**config.mk**
```make
export PLATFORM = sky130hd
export DESIGN_NAME = triangle_scanline_span_generator_core
export DESIGN_NICKNAME = d
export VERILOG_FILES = /design/src/sv/tsg_pkg.sv /design/src/sv/tsg_divider.sv /design/src/sv/tsg_datapath.sv /design/src/sv/tsg_controller.sv /design/src/sv/triangle_scanline_span_generator_core.sv
export SDC_FILE = /design/constraint.sdc
export NUM_CORES = 1
export LEC_CHECK = 0
export BUFFER_PORTS_ARGS = -buffer_cell sky130_fd_sc_hd__buf_2
export CAP_MARGIN = 30
export CORE_UTILIZATION = 65
export DETAILED_ROUTE_END_ITERATION = 16
export GPL_TIMING_DRIVEN = 0
export PLACE_DENSITY = 0.88
export SLEW_MARGIN = 5
export SYNTH_ARGS = -nofsm -noshare
export SYNTH_HDL_FRONTEND = slang
export SYNTH_SLANG_ARGS = --single-unit
```
**constraint.sdc**
```tcl
create_clock -name clock -period 19.25 [get_ports clock]
set_clock_uncertainty 0.15 [all_clocks]
set_input_delay 2.8875 -clock clock [delete_from_list [all_inputs] [get_ports clock]]
set_output_delay 2.8875 -clock clock [all_outputs]
set_load 0.01 [all_outputs]
```
**src/sv/tsg_pkg.sv**
```systemverilog
`timescale 1ns / 1ps
`default_nettype none

package tsg_pkg;

   // one triangle as it arrives on the request side
   typedef struct packed {
      logic [7:0]  ax;
      logic [5:0]  ay;
      logic [7:0]  bx;
      logic [5:0]  by_row;
      logic [7:0]  cx;
      logic [5:0]  cy;
      logic [15:0] fill_color;
   } req_type;

   // one horizontal span on the response side
   typedef struct packed {
      logic [5:0]  span_row;
      logic [7:0]  span_left;
      logic [7:0]  span_right;
      logic [15:0] span_color;
      logic        last_span;
   } rsp_type;

   // commands from the controller to the datapath
   typedef struct packed {
      logic load;       // capture and sort the vertices
      logic setup;      // start the edge slope divisions, reset edge trackers
      logic div_step;   // one quotient bit in each divider
      logic emit_flat;  // emit the single span of a flat triangle
      logic emit_span;  // emit the span of the current row and step down
   } ctrl_cmd_type;

   // status from the datapath to the controller
   typedef struct packed {
      logic flat;       // all three vertices on one row
      logic off_screen; // top row already outside the row limit
      logic row_last;   // current row is the final one emitted
   } ctrl_status_type;

   localparam int unsigned DivSteps = 8;

endpackage

`default_nettype wire

```
**src/sv/tsg_divider.sv**
```systemverilog
`timescale 1ns / 1ps
`default_nettype none

// restoring divider, one quotient bit per step, 8-bit dividend by 6-bit divisor
module tsg_divider
   import tsg_pkg::*;
(
   input  wire logic       clock,
   input  wire logic       start,
   input  wire logic       step,
   input  wire logic [7:0] dividend,
   input  wire logic [5:0] divisor,
   output logic [7:0]      quotient,
   output logic [5:0]      remainder
);

   logic [7:0] dq_ff, dq_in;
   logic [5:0] rem_ff, rem_in;
   logic [5:0] dvs_ff, dvs_in;
   logic [6:0] trial;
   logic [6:0] diff;
   logic       qbit;

   // partial remainder with next dividend bit shifted in
   always_comb begin
      trial = {rem_ff, dq_ff[7]};
      qbit  = (trial >= {1'b0, dvs_ff});
      diff  = trial - {1'b0, dvs_ff};
      dq_in  = dq_ff;
      rem_in = rem_ff;
      dvs_in = dvs_ff;
      if (start) begin
         dq_in  = dividend;
         rem_in = '0;
         dvs_in = divisor;
      end else if (step) begin
         dq_in  = {dq_ff[6:0], qbit};
         rem_in = qbit ? diff[5:0] : trial[5:0];
      end
   end

   always_ff @(posedge clock) begin
      dq_ff  <= dq_in;
      rem_ff <= rem_in;
      dvs_ff <= dvs_in;
   end

   assign quotient  = dq_ff;
   assign remainder = rem_ff;

endmodule

`default_nettype wire

```
**src/sv/tsg_datapath.sv**
```systemverilog
`timescale 1ns / 1ps
`default_nettype none

module tsg_datapath
   import tsg_pkg::*;
#(
   parameter int unsigned ROWS = 64
) (
   input  wire logic       clock,
   input  wire logic       reset,
   input  wire req_type    req_item,
   input  wire ctrl_cmd_type cmd,
   output ctrl_status_type status,
   output logic           rsp_strobe,
   output rsp_type        rsp_item
);

   localparam logic [5:0] LastRow = 6'(ROWS - 1);

   // sorted vertices, top first
   logic [7:0]  vx_ff [3];
   logic [5:0]  vy_ff [3];
   logic [7:0]  vx_in [3];
   logic [5:0]  vy_in [3];
   logic [15:0] color_ff, color_in;

   // edge trackers: quotient and remainder of accumulator / edge height
   logic [5:0] cur_row_ff, cur_row_in;
   logic [7:0] long_q_ff, long_q_in, short_q_ff, short_q_in;
   logic [5:0] long_r_ff, long_r_in, short_r_ff, short_r_in;

   logic    rsp_strobe_ff;
   rsp_type rsp_ff, rsp_in;

   // slope per row: |dx| = a * dy + b
   logic [7:0] abs02, abs01, abs12;
   logic       neg02, neg01, neg12;
   logic [5:0] dy02, dy01, dy12;
   logic [7:0] a02, a01, a12;
   logic [5:0] b02, b01, b12;

   logic       lower;
   logic [7:0] s_a, s_x, long_col, short_col;
   logic [5:0] s_b, s_d;
   logic       s_neg;
   logic [6:0] long_sum, short_sum;
   logic       long_ge, short_ge;
   logic [5:0] next_row;
   logic [7:0] flat_lo, flat_hi;

   // sort by row with three compare-exchange steps
   always_comb begin
      logic [7:0] x [3];
      logic [5:0] y [3];
      logic [7:0] tx;
      logic [5:0] ty;
      tx = '0;
      ty = '0;
      x[0] = req_item.ax; y[0] = req_item.ay;
      x[1] = req_item.bx; y[1] = req_item.by_row;
      x[2] = req_item.cx; y[2] = req_item.cy;
      if (y[0] > y[1]) begin
         tx = x[0]; x[0] = x[1]; x[1] = tx;
         ty = y[0]; y[0] = y[1]; y[1] = ty;
      end
      if (y[1] > y[2]) begin
         tx = x[1]; x[1] = x[2]; x[2] = tx;
         ty = y[1]; y[1] = y[2]; y[2] = ty;
      end
      if (y[0] > y[1]) begin
         tx = x[0]; x[0] = x[1]; x[1] = tx;
         ty = y[0]; y[0] = y[1]; y[1] = ty;
      end
      if (cmd.load) begin
         vx_in    = x;
         vy_in    = y;
         color_in = req_item.fill_color;
      end else begin
         vx_in    = vx_ff;
         vy_in    = vy_ff;
         color_in = color_ff;
      end
   end

   // edge deltas as magnitude and direction
   always_comb begin
      neg02 = vx_ff[2] < vx_ff[0];
      neg01 = vx_ff[1] < vx_ff[0];
      neg12 = vx_ff[2] < vx_ff[1];
      abs02 = neg02 ? vx_ff[0] - vx_ff[2] : vx_ff[2] - vx_ff[0];
      abs01 = neg01 ? vx_ff[0] - vx_ff[1] : vx_ff[1] - vx_ff[0];
      abs12 = neg12 ? vx_ff[1] - vx_ff[2] : vx_ff[2] - vx_ff[1];
      dy02  = vy_ff[2] - vy_ff[0];
      dy01  = vy_ff[1] - vy_ff[0];
      dy12  = vy_ff[2] - vy_ff[1];
   end

   tsg_divider u_div02 (
      .clock(clock), .start(cmd.setup), .step(cmd.div_step),
      .dividend(abs02), .divisor(dy02), .quotient(a02), .remainder(b02)
   );

   tsg_divider u_div01 (
      .clock(clock), .start(cmd.setup), .step(cmd.div_step),
      .dividend(abs01), .divisor(dy01), .quotient(a01), .remainder(b01)
   );

   tsg_divider u_div12 (
      .clock(clock), .start(cmd.setup), .step(cmd.div_step),
      .dividend(abs12), .divisor(dy12), .quotient(a12), .remainder(b12)
   );

   // pick the short edge of the current half
   always_comb begin
      lower = (cur_row_ff >= vy_ff[1]) && (vy_ff[1] != vy_ff[2]);
      s_a   = lower ? a12 : a01;
      s_b   = lower ? b12 : b01;
      s_d   = lower ? dy12 : dy01;
      s_x   = lower ? vx_ff[1] : vx_ff[0];
      s_neg = lower ? neg12 : neg01;
   end

   // span end columns of the current row
   assign long_col  = neg02 ? vx_ff[0] - long_q_ff : vx_ff[0] + long_q_ff;
   assign short_col = s_neg ? s_x - short_q_ff : s_x + short_q_ff;

   // flat triangle extent
   always_comb begin
      flat_lo = vx_ff[0];
      flat_hi = vx_ff[0];
      if (vx_ff[1] < flat_lo) flat_lo = vx_ff[1];
      if (vx_ff[1] > flat_hi) flat_hi = vx_ff[1];
      if (vx_ff[2] < flat_lo) flat_lo = vx_ff[2];
      if (vx_ff[2] > flat_hi) flat_hi = vx_ff[2];
   end

   // tracker stepping: add slope, carry remainder overflow into quotient
   always_comb begin
      long_sum  = {1'b0, long_r_ff} + {1'b0, b02};
      long_ge   = long_sum >= {1'b0, dy02};
      short_sum = {1'b0, short_r_ff} + {1'b0, s_b};
      short_ge  = short_sum >= {1'b0, s_d};
      next_row  = cur_row_ff + 6'd1;

      cur_row_in = cur_row_ff;
      long_q_in  = long_q_ff;
      long_r_in  = long_r_ff;
      short_q_in = short_q_ff;
      short_r_in = short_r_ff;
      if (cmd.setup) begin
         cur_row_in = vy_ff[0];
         long_q_in  = '0;
         long_r_in  = '0;
         short_q_in = '0;
         short_r_in = '0;
      end else if (cmd.emit_span) begin
         cur_row_in = next_row;
         long_q_in  = long_q_ff + a02 + 8'(long_ge);
         long_r_in  = long_ge ? 6'(long_sum - {1'b0, dy02}) : long_sum[5:0];
         if (next_row == vy_ff[1] && vy_ff[1] != vy_ff[2]) begin
            // lower half starts: second short edge from zero
            short_q_in = '0;
            short_r_in = '0;
         end else begin
            short_q_in = short_q_ff + s_a + 8'(short_ge);
            short_r_in = short_ge ? 6'(short_sum - {1'b0, s_d}) : short_sum[5:0];
         end
      end
   end

   // response register
   always_comb begin
      rsp_in = rsp_ff;
      if (cmd.emit_flat) begin
         rsp_in.span_row   = vy_ff[0];
         rsp_in.span_left  = flat_lo;
         rsp_in.span_right = flat_hi;
         rsp_in.span_color = color_ff;
         rsp_in.last_span  = 1'b1;
      end else if (cmd.emit_span) begin
         rsp_in.span_row   = cur_row_ff;
         rsp_in.span_left  = (long_col < short_col) ? long_col : short_col;
         rsp_in.span_right = (long_col < short_col) ? short_col : long_col;
         rsp_in.span_color = color_ff;
         rsp_in.last_span  = status.row_last;
      end
   end

   always_ff @(posedge clock) begin
      vx_ff      <= vx_in;
      vy_ff      <= vy_in;
      color_ff   <= color_in;
      cur_row_ff <= cur_row_in;
      long_q_ff  <= long_q_in;
      long_r_ff  <= long_r_in;
      short_q_ff <= short_q_in;
      short_r_ff <= short_r_in;
      rsp_ff     <= rsp_in;
   end

   always_ff @(posedge clock) begin
      if (reset) begin
         rsp_strobe_ff <= 1'b0;
      end else begin
         rsp_strobe_ff <= cmd.emit_flat | cmd.emit_span;
      end
   end

   // status toward the controller
   always_comb begin
      status.flat       = vy_ff[0] == vy_ff[2];
      status.off_screen = vy_ff[0] > LastRow;
      status.row_last   = (cur_row_ff == vy_ff[2]) || (cur_row_ff == LastRow);
   end

   assign rsp_strobe = rsp_strobe_ff;
   assign rsp_item   = rsp_ff;

endmodule

`default_nettype wire

```
**src/sv/tsg_controller.sv**
```systemverilog
`timescale 1ns / 1ps
`default_nettype none

module tsg_controller
   import tsg_pkg::*;
(
   input  wire logic            clock,
   input  wire logic            reset,
   input  wire logic            start,
   output logic                 busy,
   input  wire ctrl_status_type status,
   output ctrl_cmd_type         cmd
);

   typedef enum logic [4:0] {
      ST_IDLE  = 5'b00001,
      ST_SETUP = 5'b00010,
      ST_DIV   = 5'b00100,
      ST_FLAT  = 5'b01000,
      ST_SPAN  = 5'b10000
   } state_type;

   localparam logic [2:0] DivLast = 3'(DivSteps - 1);

   state_type  state_ff, state_in;
   logic [2:0] div_cnt_ff, div_cnt_in;

   // next state and commands
   always_comb begin
      state_in   = state_ff;
      div_cnt_in = div_cnt_ff;
      cmd        = '0;
      unique case (state_ff)
         ST_IDLE: begin
            if (start) begin
               cmd.load = 1'b1;
               state_in = ST_SETUP;
            end
         end
         ST_SETUP: begin
            cmd.setup  = 1'b1;
            div_cnt_in = '0;
            if (status.off_screen) begin
               state_in = ST_IDLE;
            end else if (status.flat) begin
               state_in = ST_FLAT;
            end else begin
               state_in = ST_DIV;
            end
         end
         ST_DIV: begin
            cmd.div_step = 1'b1;
            div_cnt_in   = div_cnt_ff + 3'd1;
            if (div_cnt_ff == DivLast) begin
               state_in = ST_SPAN;
            end
         end
         ST_FLAT: begin
            cmd.emit_flat = 1'b1;
            state_in      = ST_IDLE;
         end
         ST_SPAN: begin
            cmd.emit_span = 1'b1;
            if (status.row_last) begin
               state_in = ST_IDLE;
            end
         end
         default: begin
            state_in = ST_IDLE;
         end
      endcase
   end

   always_ff @(posedge clock) begin
      if (reset) begin
         state_ff   <= ST_IDLE;
         div_cnt_ff <= '0;
      end else begin
         state_ff   <= state_in;
         div_cnt_ff <= div_cnt_in;
      end
   end

   assign busy = state_ff != ST_IDLE;

endmodule

`default_nettype wire

```
**src/sv/triangle_scanline_span_generator_core.sv**
```systemverilog
`timescale 1ns / 1ps
`default_nettype none

// Triangle scanline span generator.
// Request: drive req_item with three vertices and a color and raise start;
// the triangle transfers on a clock edge where start is high and busy is low.
// Busy stays high until the final span of the triangle has been issued.
// Response: one span per row, top row first, each on rsp_item for exactly one
// cycle with rsp_strobe high; last_span marks the final span of a triangle.
// A flat triangle gives one span; rows at or past ROWS are dropped, and a
// triangle whose top row is at or past ROWS gives no span at all.
// Timing: vertices are sorted as they transfer, then a setup state starts the
// three slope dividers (one quotient bit per cycle), then spans follow at one
// per cycle from a registered output; a flat triangle skips the dividers.
// The receiver cannot stall; spans are always taken as issued.
// Reset returns the controller to idle and drops any triangle in progress.
module triangle_scanline_span_generator_core
   import tsg_pkg::*;
#(
   parameter int unsigned ROWS = 64
) (
   input  wire logic    clock,
   input  wire logic    reset,
   input  wire logic    start,
   output logic         busy,
   input  wire req_type req_item,
   output logic         rsp_strobe,
   output rsp_type      rsp_item
);

   ctrl_cmd_type    cmd;
   ctrl_status_type status;

   tsg_controller u_controller (
      .clock  (clock),
      .reset  (reset),
      .start  (start),
      .busy   (busy),
      .status (status),
      .cmd    (cmd)
   );

   tsg_datapath #(
      .ROWS (ROWS)
   ) u_datapath (
      .clock      (clock),
      .reset      (reset),
      .req_item   (req_item),
      .cmd        (cmd),
      .status     (status),
      .rsp_strobe (rsp_strobe),
      .rsp_item   (rsp_item)
   );

endmodule

`default_nettype wire

```
# Word level (Yosys, flattened, before mapping)
# Cells that the tools add are included.
[totals]
wordCells = 148
out_inout_bits = 41
regBits = 200
[op_classes]
n_eq_ne = 15
muxes = 52
magnitude_cmp = 17
bitwise = 1
n_addsub = 26
reduce_logical = 8
[op_table]
columns = ["operator", "n"]
rows = [
  ["2-to-1 mux 8 bit", 20],
  ["2-to-1 mux 39 bit", 2],
  ["subtractor 8 bit", 8],
  ["2-to-1 mux 6 bit", 10],
  ["2-to-1 mux 16 bit", 3],
  ["subtractor 6 bit", 8],
  ["< comparator 8 bit", 5],
  ["2-to-1 mux 12 bit", 3],
  [">= comparator 7 x 6 -> 1 bit", 5],
  ["adder 8 bit", 4],
  ["one-hot mux 5 bit (4 select lines)", 1],
  ["== test 6 bit", 3],
  ["greater-than comparator 6 bit", 3],
  ["adder 8 x 1 -> 8 bit", 2],
  ["greater-than comparator 8 bit", 2],
  ["2-to-1 mux 5 bit", 3],
  ["adder 6 x 6 -> 7 bit", 2],
  ["2-to-1 mux 4 bit", 2],
  ["nonzero test 2 bit", 4],
  ["2-to-1 mux 1 bit", 7],
  ["adder 6 x 1 -> 6 bit (second input constant)", 1],
  ["== test 6 bit (second input constant)", 1],
  [">= comparator 6 bit", 1],
  ["greater-than comparator 6 bit (second input constant)", 1],
  ["other kinds (16)", 18],
]

# Depth between registers and ports, before layout
# Gate-level depths: netlist of the first run.
[logic_depth]
word_depth = 9
ltp_mapped = 30
mapped_depth_nobuf = 29

# Modules after synthesis
# From an unflattened synthesis of the first run, not the netlist that was laid out.
[hier_totals]
hier_cells = 1624
area_unflattened_um2 = 16055.4
[modules_own_cells]
columns = ["mod", "area_each_um2", "n_inst", "seq_area_each_um2", "cells_each"]
rows = [
  ["tsg_datapath", 12235.5, 1, 3663.5, 1263],
  ["tsg_divider", 1111.1, 3, 540.5, 101],
  ["tsg_controller", 486.7, 1, 160.2, 58],
]

# Least setup slack after synthesis of the first run
# No wires, ideal clock.
[synth_path]
path_type = "in2reg"
from = "in req_item[31] (netlist bit)"
to = "reg u_datapath.vx_ff[10] (netlist bit) (data pin)"
cell_stages = 25
setup_ns = 0.140
n_path_buf = 2
arrival_ns = 7.068
required_ns = 18.960
setup_slack_ns = 11.892
path_cell_list = "inv_1 > ha_1 > nor2b_1 > o21a_1 > o21a_1 > o21ai_1 > a21oi_2 > mux2_2 > ha_1 > nor2b_1 > o21a_1 > o21bai_1 > a21oi_1 > buf_2 > mux2_2 > inv_1 > ha_1 > nand4_1 > o22ai_1 > a21oi_1 > buf_2 > nor2_1 > mux2i_1 > o22ai_1 > nor2_1"
[synth_via]
elab_chain_cells = 6
[synth_lines]
columns = ["element", "line_no", "source"]
rows = [
  ["start, declared", "triangle_scanline_span_generator_core.sv:26", "input wire req_type req_item,"],
  ["greater-than comparator 6 bit", "tsg_datapath.sv:62", "if (y[0] > y[1]) begin"],
  ["2-to-1 mux 12 bit", "tsg_datapath.sv:62", ""],
  ["greater-than comparator 6 bit", "tsg_datapath.sv:66", "if (y[1] > y[2]) begin"],
  ["2-to-1 mux 12 bit", "tsg_datapath.sv:66", ""],
  ["greater-than comparator 6 bit", "tsg_datapath.sv:70", "if (y[0] > y[1]) begin"],
  ["2-to-1 mux 16 bit (*)", "tsg_datapath.sv:70", ""],
  ["end signal, assigned", "tsg_datapath.sv:190", "vx_ff <= vx_in;"],
  ["end, declared", "tsg_datapath.sv:21", "logic [7:0] vx_ff [3];"],
]
# Mark *: on every way between the ends. The rest lies on a longest branch, timed or not.
# A chain may end at the register's enable or synchronous reset.

# Worst setup path in the final report of the first run
[layout_path]
from = "in req_item[31] (netlist bit)"
to = "reg u_datapath.vx_ff[14] (netlist bit) (data pin)"
# Same word-level chain as after synthesis.

==> summary.md, run 1 <==
| Metric | Value |
|---|---|
| Total area of sequential cells | roughly 5400 um^2 |
| Num CTS Buffers | 17 |
| IO Count | roughly 100 |
| Via count | 12900 |
| Met1 GRT Util | 43.0% |
| Max_slew headroom | 40.4% |
| Post-CTS Setup Bufs | 0 |
| Yosys reg bits | 200 |
| Final min period | 7.89 ns |
| Diode count | 0 |
| Initial antenna violation count | 0 |
| Post-synth top area share | roughly 28% |
| Remaining Overflow, GRT | 0 |
| Crit. End Element | register |
| RSZ-0062 raised after global routing | no |
| Largest cells by area after synthesis | edfxtp_1 (28%), ha_1 (15%), dfxtp_1 (7.3%), mux2i_1 (5.5%), o21ai_0 (3.9%) |
| Synth Warn # | 0 |
| Syn Inst Count | roughly 1600 |
| Final setup vio count | 0 |
| Area leader, netlist | edfxtp_1 |
| Total Routing Usage GR | ~34% |
| Post_cts resized | 0 |
| Final period util | 41.0% |
| Commonest non-fill, non-tap cell in the layout | ha_1 |
| Clock sinks | 200 |
| DR iter-0 viols | between 1000 and 1500 |
| Crit path kind | input port to register |
| Hold crit path type | register to register |
| Post-Synthesis Net Count | between 1500 and 2000 |
| Share of cells above drive strength 1 | 11.3% |
| Worst slew pin tran | 0.893 ns |
| Hold Vio Cnt, Final | 0 |
| Cts hold-fix bufs | 0 |
| Gr busiest metal | met2 |
| Fillers | around 1600 |
| Fmax | between 100 and 150 MHz |
| Die X | 156 um |
| Crit start category | input port |
| Sequential-to-total area share from yosys stat | a little over a third |
| Die area | 24200 um^2 |
| First-pass GRT wire length | between 60000 and 70000 um |
| Wire per inst | slightly below 20 um |
| Antenna violation net count after detailed routing | 0 |
| Area taken by multi-input logic gates | just over 9000 um^2 |
| Vias in the first global route | ~13000 |
| M3 GR Usage | 5.21% |
| Final nets | between 1500 and 2000 |
| Clock-pin slew on the worst setup and hold paths | about 0.080 ns |
| Detail Placement HPWL | roughly 30000 um |
| Root buffer cell | clkbuf_16 |
| Initial core utilization | 67.1% |
| CP max stage delay | roughly 0.66 ns |
| First-pass DRT Iterations | 8 |
| Post-synthesis area per instance | approximately 9.5 um^2 |
| DIE HEIGHT | between 150 and 200 um |
| TNS Setup | 0 ns |
| Vias/cell | around 6.3 |
| Max-slew violations | 0 |
| Core Area | between 20000 and 25000 um^2 |
| WL final | 39900 um |
| CP max FO | 10 |
| Distinct cell type count after synthesis | 73 |
| MaxCap Viol Count | 0 |
| CP arrival | about 8 ns |
| M2 GR Usage | a little under three fifths |
| Async S/R FF share, synth | 0% |
| PortBufs | 100 |
| Largest net degree at the start of global routing | 38 |
| DRC viols | 0 |
| Layout area overhead | 10.2% |
| Number of H-tree levels | 4 |
| CTS tree | yes |
| Top FF cell, synth | edfxtp_1 |
| Clock Tree Buf Depth | 2 |
| Commonest cells after routing, fill and taps aside | ha_1 (180), edfxtp_1 (144), inv_1 (140) |
| Post-synth EDFFs | around 140 |
| Gpl congestion | a little over 1 |
| FP Rows | 55 |
| CP max stage cell | mux2i_1 |
| Status | finished clean |
| Cell mode on critical path | o21a_1 |
| Worst skew pair latency | roughly 0.45 ns |
| Cell Area, Synth | between 15000 and 20000 um^2 |
| Worst EP required | around 19 ns |
-- cells by family after synthesis --
family | after synthesis | share of synthesized area [%]
compound gates | 411 | 16.8
xor+xnor | 99 | 5.71
fa+ha+maj | 202 | 17.6
buf+inv | 183 | 4.76
flops | 200 | 35.5
mux | 111 | 7.52
simple gates | 399 | 12.0
-- sequential cells by signal (all words and copies together), names as in the netlist, 8 cells and up --
signal	count
u_datapath.rsp_item	39
u_datapath.vx_ff	24
u_datapath.vy_ff	18
u_datapath.color_ff	16
u_datapath.long_q_ff	8
u_datapath.short_q_ff	8
u_datapath.u_div01.quotient	8
u_datapath.u_div02.quotient	8
u_datapath.u_div12.quotient	8
-- path summary, 6_finish.rpt --
| path | startpoint | to | slack, ns | depth (start not counted) |
|---|---|---|---|---|
| worst max-delay path | req_item[31] | u_datapath.vx_ff[14]$_DFFE_PP_ | 11.36 | 26 |
| worst min-delay path | u_datapath.long_r_ff[4]$_SDFFE_PP0N_ | u_datapath.long_r_ff[4]$_SDFFE_PP0N_ | 0.31 | 2 |
| worst max register to register | u_datapath.cur_row_ff[0]$_DFFE_PP_ | u_datapath.short_q_ff[7]$_SDFFE_PP0N_ | 11.94 | 26 |
| worst min register to register | u_datapath.long_r_ff[4]$_SDFFE_PP0N_ | u_datapath.long_r_ff[4]$_SDFFE_PP0N_ | 0.31 | 2 |
-- cell usage after synthesis, types with 3 or more instances --
cell and number:
a21oi_2 7, mux2i_1 84, edfxtp_1 144, o41ai_1 3, a21o_1 39, a22oi_1 3
nand4_1 14, o211ai_1 11, inv_1 140, xor2_1 37, nor2b_1 27, nand2_1 117
buf_4 5, o31ai_1 5, and2_1 17, nand3b_1 9, ha_1 180, o22ai_1 32
nand2b_1 9, nor3b_1 3, and3_1 11, fa_1 22, buf_1 3, a211oi_1 6
mux2_2 25, xnor2_1 61, o21bai_1 5, nor4_1 4, a21oi_1 105, o21a_1 19
nor2_1 140, a21boi_0 11, dfxtp_1 56, nor4b_1 4, a22o_1 6, or3_1 5
nor3_1 15, buf_2 7, o21ai_1 5, a221o_1 4, clkbuf_1 24, nand3_1 20
a31oi_1 4, o21ai_0 118
-- worst max-delay path: cells and delay by family --
family | cells | cell delay [ns]
AO/OA/AOI/OAI | 11 | 1.57
adder cells (fa/ha/maj) | 3 | 0.77
AND/OR/NAND/NOR | 5 | 0.65
multiplexers | 3 | 1.40
buffers and inverters | 4 | 0.77
-- final cells by class --
type | count | share of cell area (%)
clock buffers | 17 | 2.52
well taps | 313 | 2.32
flip-flops and latches | 200 | 32.2
clock inverters | 15 | 0.807
plain buffers | 41 | 1.17
multi-input cells | 1222 | 54.2
repair buffers | 105 | 3.57
inverters | 142 | 3.16
-- stage by stage --
step | utilization (%) | std cells | instance area (um^2) | setup WS, ns | hold slack [ns]
finish | 73.9 | 2055 | 16900 | 11.36 | 0.313
global route | 73.9 | 2055 | 16900 | 10.93 | 0.341
CTS | 73.8 | 2054 | 16900 | 11.41 | 0.318
detailed placement | 71.4 | 2022 | 16300 | 10.98 | 0.300
global placement | 71.0 | 2018 | 16200 | 11.15 | 0.292
floorplan | - | 1605 | 15300 | 11.89 | 0.279
-- routing by layer --
layer	wire length, um	vias up
met3	3630	105
met4	1520	0
met2	18800	633
li1	-	6036
met1	16000	6124
met5	0	-
Power of run 1 is left out: the tool's default activity adds up to more than one toggle a clock period on the data nets, which glitch-free logic cannot reach.
==> inputs of run 2 (changes only) <==
- CORE_UTILIZATION: 65 -> 56
- PLACE_DENSITY: 0.88 -> 0.81
- clock period: 19.25 -> 7 ns (I/O delays scaled with it)
==> run 2 against run 1 <==
Die area grew 16%; wire length increased by 1.3%; register-to-register slack worse by 12 ns; first-iteration DRC count up 4.5%; non-clock buffer count rose by 9; global-route usage down 4.6 points; flip-flop and latch count did not move; setup slack got worse by 11 ns; highest routed layer unchanged.
==> summary.md, run 2 (synthesis gave the netlist of run 1 again) <==
| Metric | Value |
|---|---|
| Post-layout util | 63.4% (-11 points) |
| Diode count | 0 (unchanged) |
| Hold wc startpoint | u_datapath.rsp_item[0]$_SDFFE_PP1N_ |
| Hold crit path type | register to register |
| Met3 WL | 3050 um (-16%) |
| Clock Tree Buf Depth | 2 (unchanged) |
| Root buffer cell | clkbuf_16 |
| Worst EP required | 7.02 ns (-12.38 ns) |
| Gpl congestion | 0.985 (-2.4%) |
| Via count | 12700 (-1.6%) |
| Largest net degree at the start of global routing | 37 (-2.6%) |
| DIE HEIGHT | 167 um (+7.6%) |
| Number of H-tree levels | 4 (unchanged) |
| TNS Setup | 0 ns (unchanged) |
| Die X | 167 um (+7.6%) |
| Vias/cell | 6.07 (-3.3%) |
| First-pass DRT Iterations | 6 (-2) |
| WL met2 | 19200 um (+1.6%) |
| Clock sinks | 200 (unchanged) |
| Vias in the first global route | 12400 (-0.90%) |
| Beginning of the critical path | u_datapath.vx_ff[16]$_DFFE_PP_ |
| Layout area overhead | 11.2% |
| Fmax | roughly 150 MHz |
| Core Area | 26900 um^2 (+18%) |
| Initial core utilization | 57.0% (-10 points) |
| Total Routing Usage GR | 29.1% (-4.6 points) |
| Initial antenna violation count | 0 (unchanged) |
| Num CTS Buffers | 17 (unchanged) |
| Final period util | a little over nine tenths |
| Final setup vio count | 0 (unchanged) |
| Commonest cells after routing, fill and taps aside | ha_1 (180), edfxtp_1 (144), inv_1 (142) |
| Max_slew headroom | 44.5% (+4.1 points) |
| Wire per inst | 19.3 um (-0.50%) |
| PortBufs | 100 (unchanged) |
| CP max FO | 10 (unchanged) |
| Fillers | 2180 (+36%) |
| Die area | 28000 um^2 (+16%) |
| Final min period | about 6.7 ns |
| Final nets | 2001 (+0.45%) |
| Largest register FFs | 39 (unchanged) |
| Status | finished clean |
| FP Rows | 60 (+9.1%) |
| DRC viols | 0 (unchanged) |
| DR iter-0 viols | 1212 (+4.5%) |
| Crit start category | register |
| Max-slew violations | 0 (unchanged) |
| IO Count | 102 (unchanged) |
| WL final | 40500 um (+1.3%) |
| MaxCap Viol Count | 0 (unchanged) |
| Commonest non-fill, non-tap cell in the layout | ha_1 |
| CP arrival | 6.72 ns (-1.32 ns) |
| Share of cells above drive strength 1 | 12.1% (+0.74 points) |
| Worst slew pin tran | 0.833 ns (-0.0596 ns) |
| Antenna violation net count after detailed routing | 0 (unchanged) |
| CTS tree | yes |
| Top sig layer | met4 |
| Remaining Overflow, GRT | 0 (unchanged) |
| Hold Vio Cnt, Final | 0 (unchanged) |
| Crit. End Element | register |
| Worst skew pair latency | 0.45 ns (about the same) |
| Crit path kind | register to register |
| Clock-pin slew on the worst setup and hold paths | 0.09 ns (about the same) |
| First-pass GRT wire length | 64100 um (+1.9%) |
| Detail Placement HPWL | 31600 um (+2.9%) |
| Worst r2r src | u_datapath.vx_ff[16]$_DFFE_PP_ |
| Wl on met1 | 17000 um (+6.6%) |
[run 2: what timing repair did]
item	in CTS	in global routing
endpoints found under the setup margin	2	17
pin swaps	0	1
buffers inserted	0	9
gates cloned	0	0
hold buffers	0	0
gates resized for setup	2	9
[run 2: path summary, 6_finish.rpt]
kind | endpoint | slack (ns) | depth (start not counted)
max reg2reg | u_datapath.rsp_item[25]$_DFFE_PP_ | 0.30 | 22
min reg2reg | u_datapath.rsp_item[0]$_SDFFE_PP1N_ | 0.32 | 2
min | u_datapath.rsp_item[0]$_SDFFE_PP1N_ | 0.32 | 2
max | u_datapath.rsp_item[25]$_DFFE_PP_ | 0.30 | 22
[run 2: worst max-delay path, cell delays in order, from the launching register on]
cell and delay (ns):
edfxtp_1 0.59, ha_1 0.31, fa_1 0.39, nand3b_1 0.24
a21oi_2 0.29, nor2_1 0.20, buf_4 0.25, mux2i_2 0.34
mux2i_1 0.33, ha_1 0.29, nor2b_1 0.14, o21ai_0 0.24
a21oi_1 0.14, o21ai_0 0.22, nor2b_1 0.21, xnor2_1 0.22
inv_1 0.09, ha_1 0.30, a2111oi_1 0.46, a21oi_2 0.22
clkbuf_1 0.25, o21ai_0 0.40, o22ai_1 0.14
[run 2: layout make-up]
class / count / area [um^2] / share of cell area (%)
clock inverters: 14 / 144 / 0.844
well taps: 341 / 427 / 2.50
clock buffers: 18 / 439 / 2.58
flip-flops and latches: 200 / 5450 / 32.0
plain buffers: 41 / 203 / 1.19
repair buffers: 114 / 671 / 3.94
multi-input cells: 1222 / 9180 / 53.9
inverters: 142 / 533 / 3.13
[run 2: metrics by stage]
step | worst slack [ns] | cell area [um^2] | hold WS (ns) | std cells
final | 0.303 | 17000 | 0.318 | 2092
after global routing | -0.00366 | 17000 | 0.347 | 2092
after floorplan | 0.941 | 15300 | 0.279 | 1605
after global placement | 0.123 | 16200 | 0.296 | 2046
after detailed placement | -0.0801 | 16300 | 0.307 | 2050
after CTS | 0.0143 | 16900 | 0.324 | 2082
[run 2: routing by layer]
| layer | vias to the layer above | global-route usage [%] |
|---|---|---|
| met1 | 6086 | 38.1 |
| met2 | 488 | 48.1 |
| met3 | 83 | 5.01 |
| met4 | 0 | 11.6 |
| li1 | 6040 | - |
| met5 | - | 0 |
Power of run 2 is left out for the same reason.
==> inputs of run 3 (changes only) <==
- GPL_TIMING_DRIVEN: 0 -> not set
==> run 3 against run 2 <==
Setup slack gained 0.14 ns; register-to-register slack improved by 0.14 ns; worst hold slack better by 0.0012 ns; critical path type unchanged; critical endpoint is now u_datapath.short_q_ff[7]$_SDFFE_PP0N_; largest cell class unchanged.
==> summary.md, run 3 (synthesis gave the netlist of run 1 again) <==
| Metric | Value |
|---|---|
| Status | finished clean |
| Remaining Overflow, GRT | 0 (unchanged) |
| Gpl congestion | 0.967 (-1.8%) |
| Hold path cells | 2 (unchanged) |
| Initial antenna violation count | 1 (+1) |
| Final worst setup slack | 0.442 ns (+0.138 ns) |
| Hold wc startpoint | u_datapath.long_r_ff[2]$_SDFFE_PP0N_ |
| Wire per inst | 19.0 um (-1.8%) |
| Initial core utilization | 57.0% (unchanged) |
| Clock sinks | 200 (unchanged) |
| Fmax | 152 MHz (+2.1%) |
| Hold Vio Cnt, Final | 0 (unchanged) |
| M3 GR Usage | 4.25% (-0.76 points) |
| Vias/cell | 6.04 (-0.49%) |
| First-pass GRT wire length | 62600 um (-2.3%) |
| PortBufs | 101 (+1.0%) |
| Layout area overhead | 10.5% |
| Cell mode on critical path | o21ai_0 |
| Post_cts resized | 0 (-2) |
| Crit. End Element | register |
| CP max stage cell | edfxtp_1 |
| CP max stage delay | 0.53 ns (-0.06 ns) |
| Die X | 167 um (unchanged) |
| IO Count | 102 (unchanged) |
| Detail Placement HPWL | 29900 um (-5.4%) |
| R2R cell count | 29 (+32%) |
| Worst R2R End | u_datapath.short_q_ff[7]$_SDFFE_PP0N_ |
| RSZ-0062 raised after global routing | no |
| Crit start category | register |
| Crit path buffers/inverters | 4 (+1) |
| Place WS | 0.433 ns (+0.513 ns) |
| Diode count | 0 (unchanged) |
| Cts hold-fix bufs | 0 (unchanged) |
| DR iter-0 viols | 1140 (-5.9%) |
| TNS Setup | 0 ns (unchanged) |
| Commonest cells after routing, fill and taps aside | ha_1 (180), edfxtp_1 (144), inv_1 (140) |
| Crit-path leading delay family | compound AO/OA/AOI/OAI gates |
| Min-Delay Endpoint | u_datapath.long_r_ff[2]$_SDFFE_PP0N_ |
| Gr busiest metal | met2 |
| Worst skew pair latency | 0.46 ns (about the same) |
| First-pass DRT Iterations | 7 (+1) |
| Internal reg-to-reg setup slack | 0.44 ns (+0.14 ns) |
| DIE HEIGHT | 167 um (unchanged) |
| Final min period | 6.56 ns (-0.138 ns) |
| Final setup vio count | 0 (unchanged) |
| Worst EP required | 7.24 ns (+0.22 ns) |
| FP Rows | 60 (unchanged) |
| Final nets | 1972 (-1.4%) |
| CP arrival | 6.80 ns (+0.08 ns) |
| Max-slew violations | 0 (unchanged) |
| Clock Tree Buf Depth | 2 (unchanged) |
| Num CTS Buffers | 17 (unchanged) |
| Vias in the first global route | 12200 (-1.3%) |
| Hold crit path type | register to register |
| Root buffer cell | clkbuf_16 |
| CTS tree | yes |
| CP max FO | 10 (unchanged) |
| M2 GR Usage | 47.7% (-0.40 points) |
| Via count | 12500 (-1.9%) |
| Max_slew headroom | 32.6% (-12 points) |
| Post-CTS Setup Bufs | 0 (unchanged) |
| DRC viols | 0 (unchanged) |
| Number of H-tree levels | 4 (unchanged) |
| Crit path kind | register to register |
| Worst slew pin tran | 1.01 ns (+0.178 ns) |
| Met1 GRT Util | 36.6% (-1.5 points) |
| Largest net degree at the start of global routing | 59 (+59%) |
| WL final | 39200 um (-3.1%) |
| Final period util | 93.7% (-2.0 points) |
| Core Area | 26900 um^2 (unchanged) |
| Commonest non-fill, non-tap cell in the layout | ha_1 |
| MaxCap Viol Count | 0 (unchanged) |
| Worst r2r src | u_datapath.cur_row_ff[2]$_DFFE_PP_ |
| Antenna violation net count after detailed routing | 0 (unchanged) |
| Total Routing Usage GR | 28.4% (-0.78 points) |
| Largest register FFs | 39 (unchanged) |
| Clock-pin slew on the worst setup and hold paths | 0.09 ns (about the same) |
| Die area | 28000 um^2 (unchanged) |
| Share of cells above drive strength 1 | 12.1% (+0.029 points) |
## run 3: changes by cell type in the layout (fill, tap and decap cells not counted), sizes merged
| cell | change |
|---|---|
| inv | +5 |
| buf | -5 |
| clkbuf | -24 |
| clkinv | -4 |
| clkinvlp | -1 |
## run 3: per-layer routing
metal	wire (um)	up-vias	part of all wire, %
li1	-	5977	-
met3	2620	102	6.7
met5	9	-	0.023
met2	18400	503	47
met1	16800	5876	43
met4	1320	2	3.4
## run 3: how the worst max path moves through the flow
| stage | from | to | slack (ns) | cells after the start |
|---|---|---|---|---|
| floorplan | u_datapath.cur_row_ff[0]$_DFFE_PP_ | u_datapath.short_q_ff[6]$_SDFFE_PP0N_ | 0.94 | 25 |
| global placement | req_item[31] | u_datapath.vx_ff[21]$_DFFE_PP_ | 0.69 | 27 |
| detailed placement | req_item[31] | u_datapath.vx_ff[22]$_DFFE_PP_ | 0.43 | 27 |
| CTS | u_datapath.cur_row_ff[2]$_DFFE_PP_ | u_datapath.short_q_ff[7]$_SDFFE_PP0N_ | 0.43 | 29 |
| global route | u_datapath.cur_row_ff[2]$_DFFE_PP_ | u_datapath.short_q_ff[7]$_SDFFE_PP0N_ | 0.0004 | 29 |
| finish | u_datapath.cur_row_ff[2]$_DFFE_PP_ | u_datapath.short_q_ff[7]$_SDFFE_PP0N_ | 0.44 | 29 |
## run 3: cell type report
type                       instances  area [um^2]
sequential                       200         5450
tap                              341          427
multi-input combinational       1222         9170
clock inverter                    14          181
inverter                         142          533
clock buffer                      18          450
timing repair buffer             126          721
fill                            2135         9940
## run 3: metrics by stage
| step | utilization, % | cell area, um^2 | cells | hold WS (ns) |
|---|---|---|---|---|
| after floorplan | - | 15300 | 1605 | 0.279 |
| after global placement | 60.4 | 16200 | 2028 | 0.290 |
| after detailed placement | 60.6 | 16300 | 2030 | 0.305 |
| after CTS | 63.0 | 16900 | 2062 | 0.326 |
| after global routing | 63.0 | 16900 | 2063 | 0.362 |
| final | 63.0 | 16900 | 2063 | 0.320 |
## run 3: worst min-delay path, stage by stage, from the launching register on
cell,delay [ns]
dfxtp_1,0.34
nand2_1,0.05
o21ai_0,0.05
Power of run 3 is left out for the same reason.
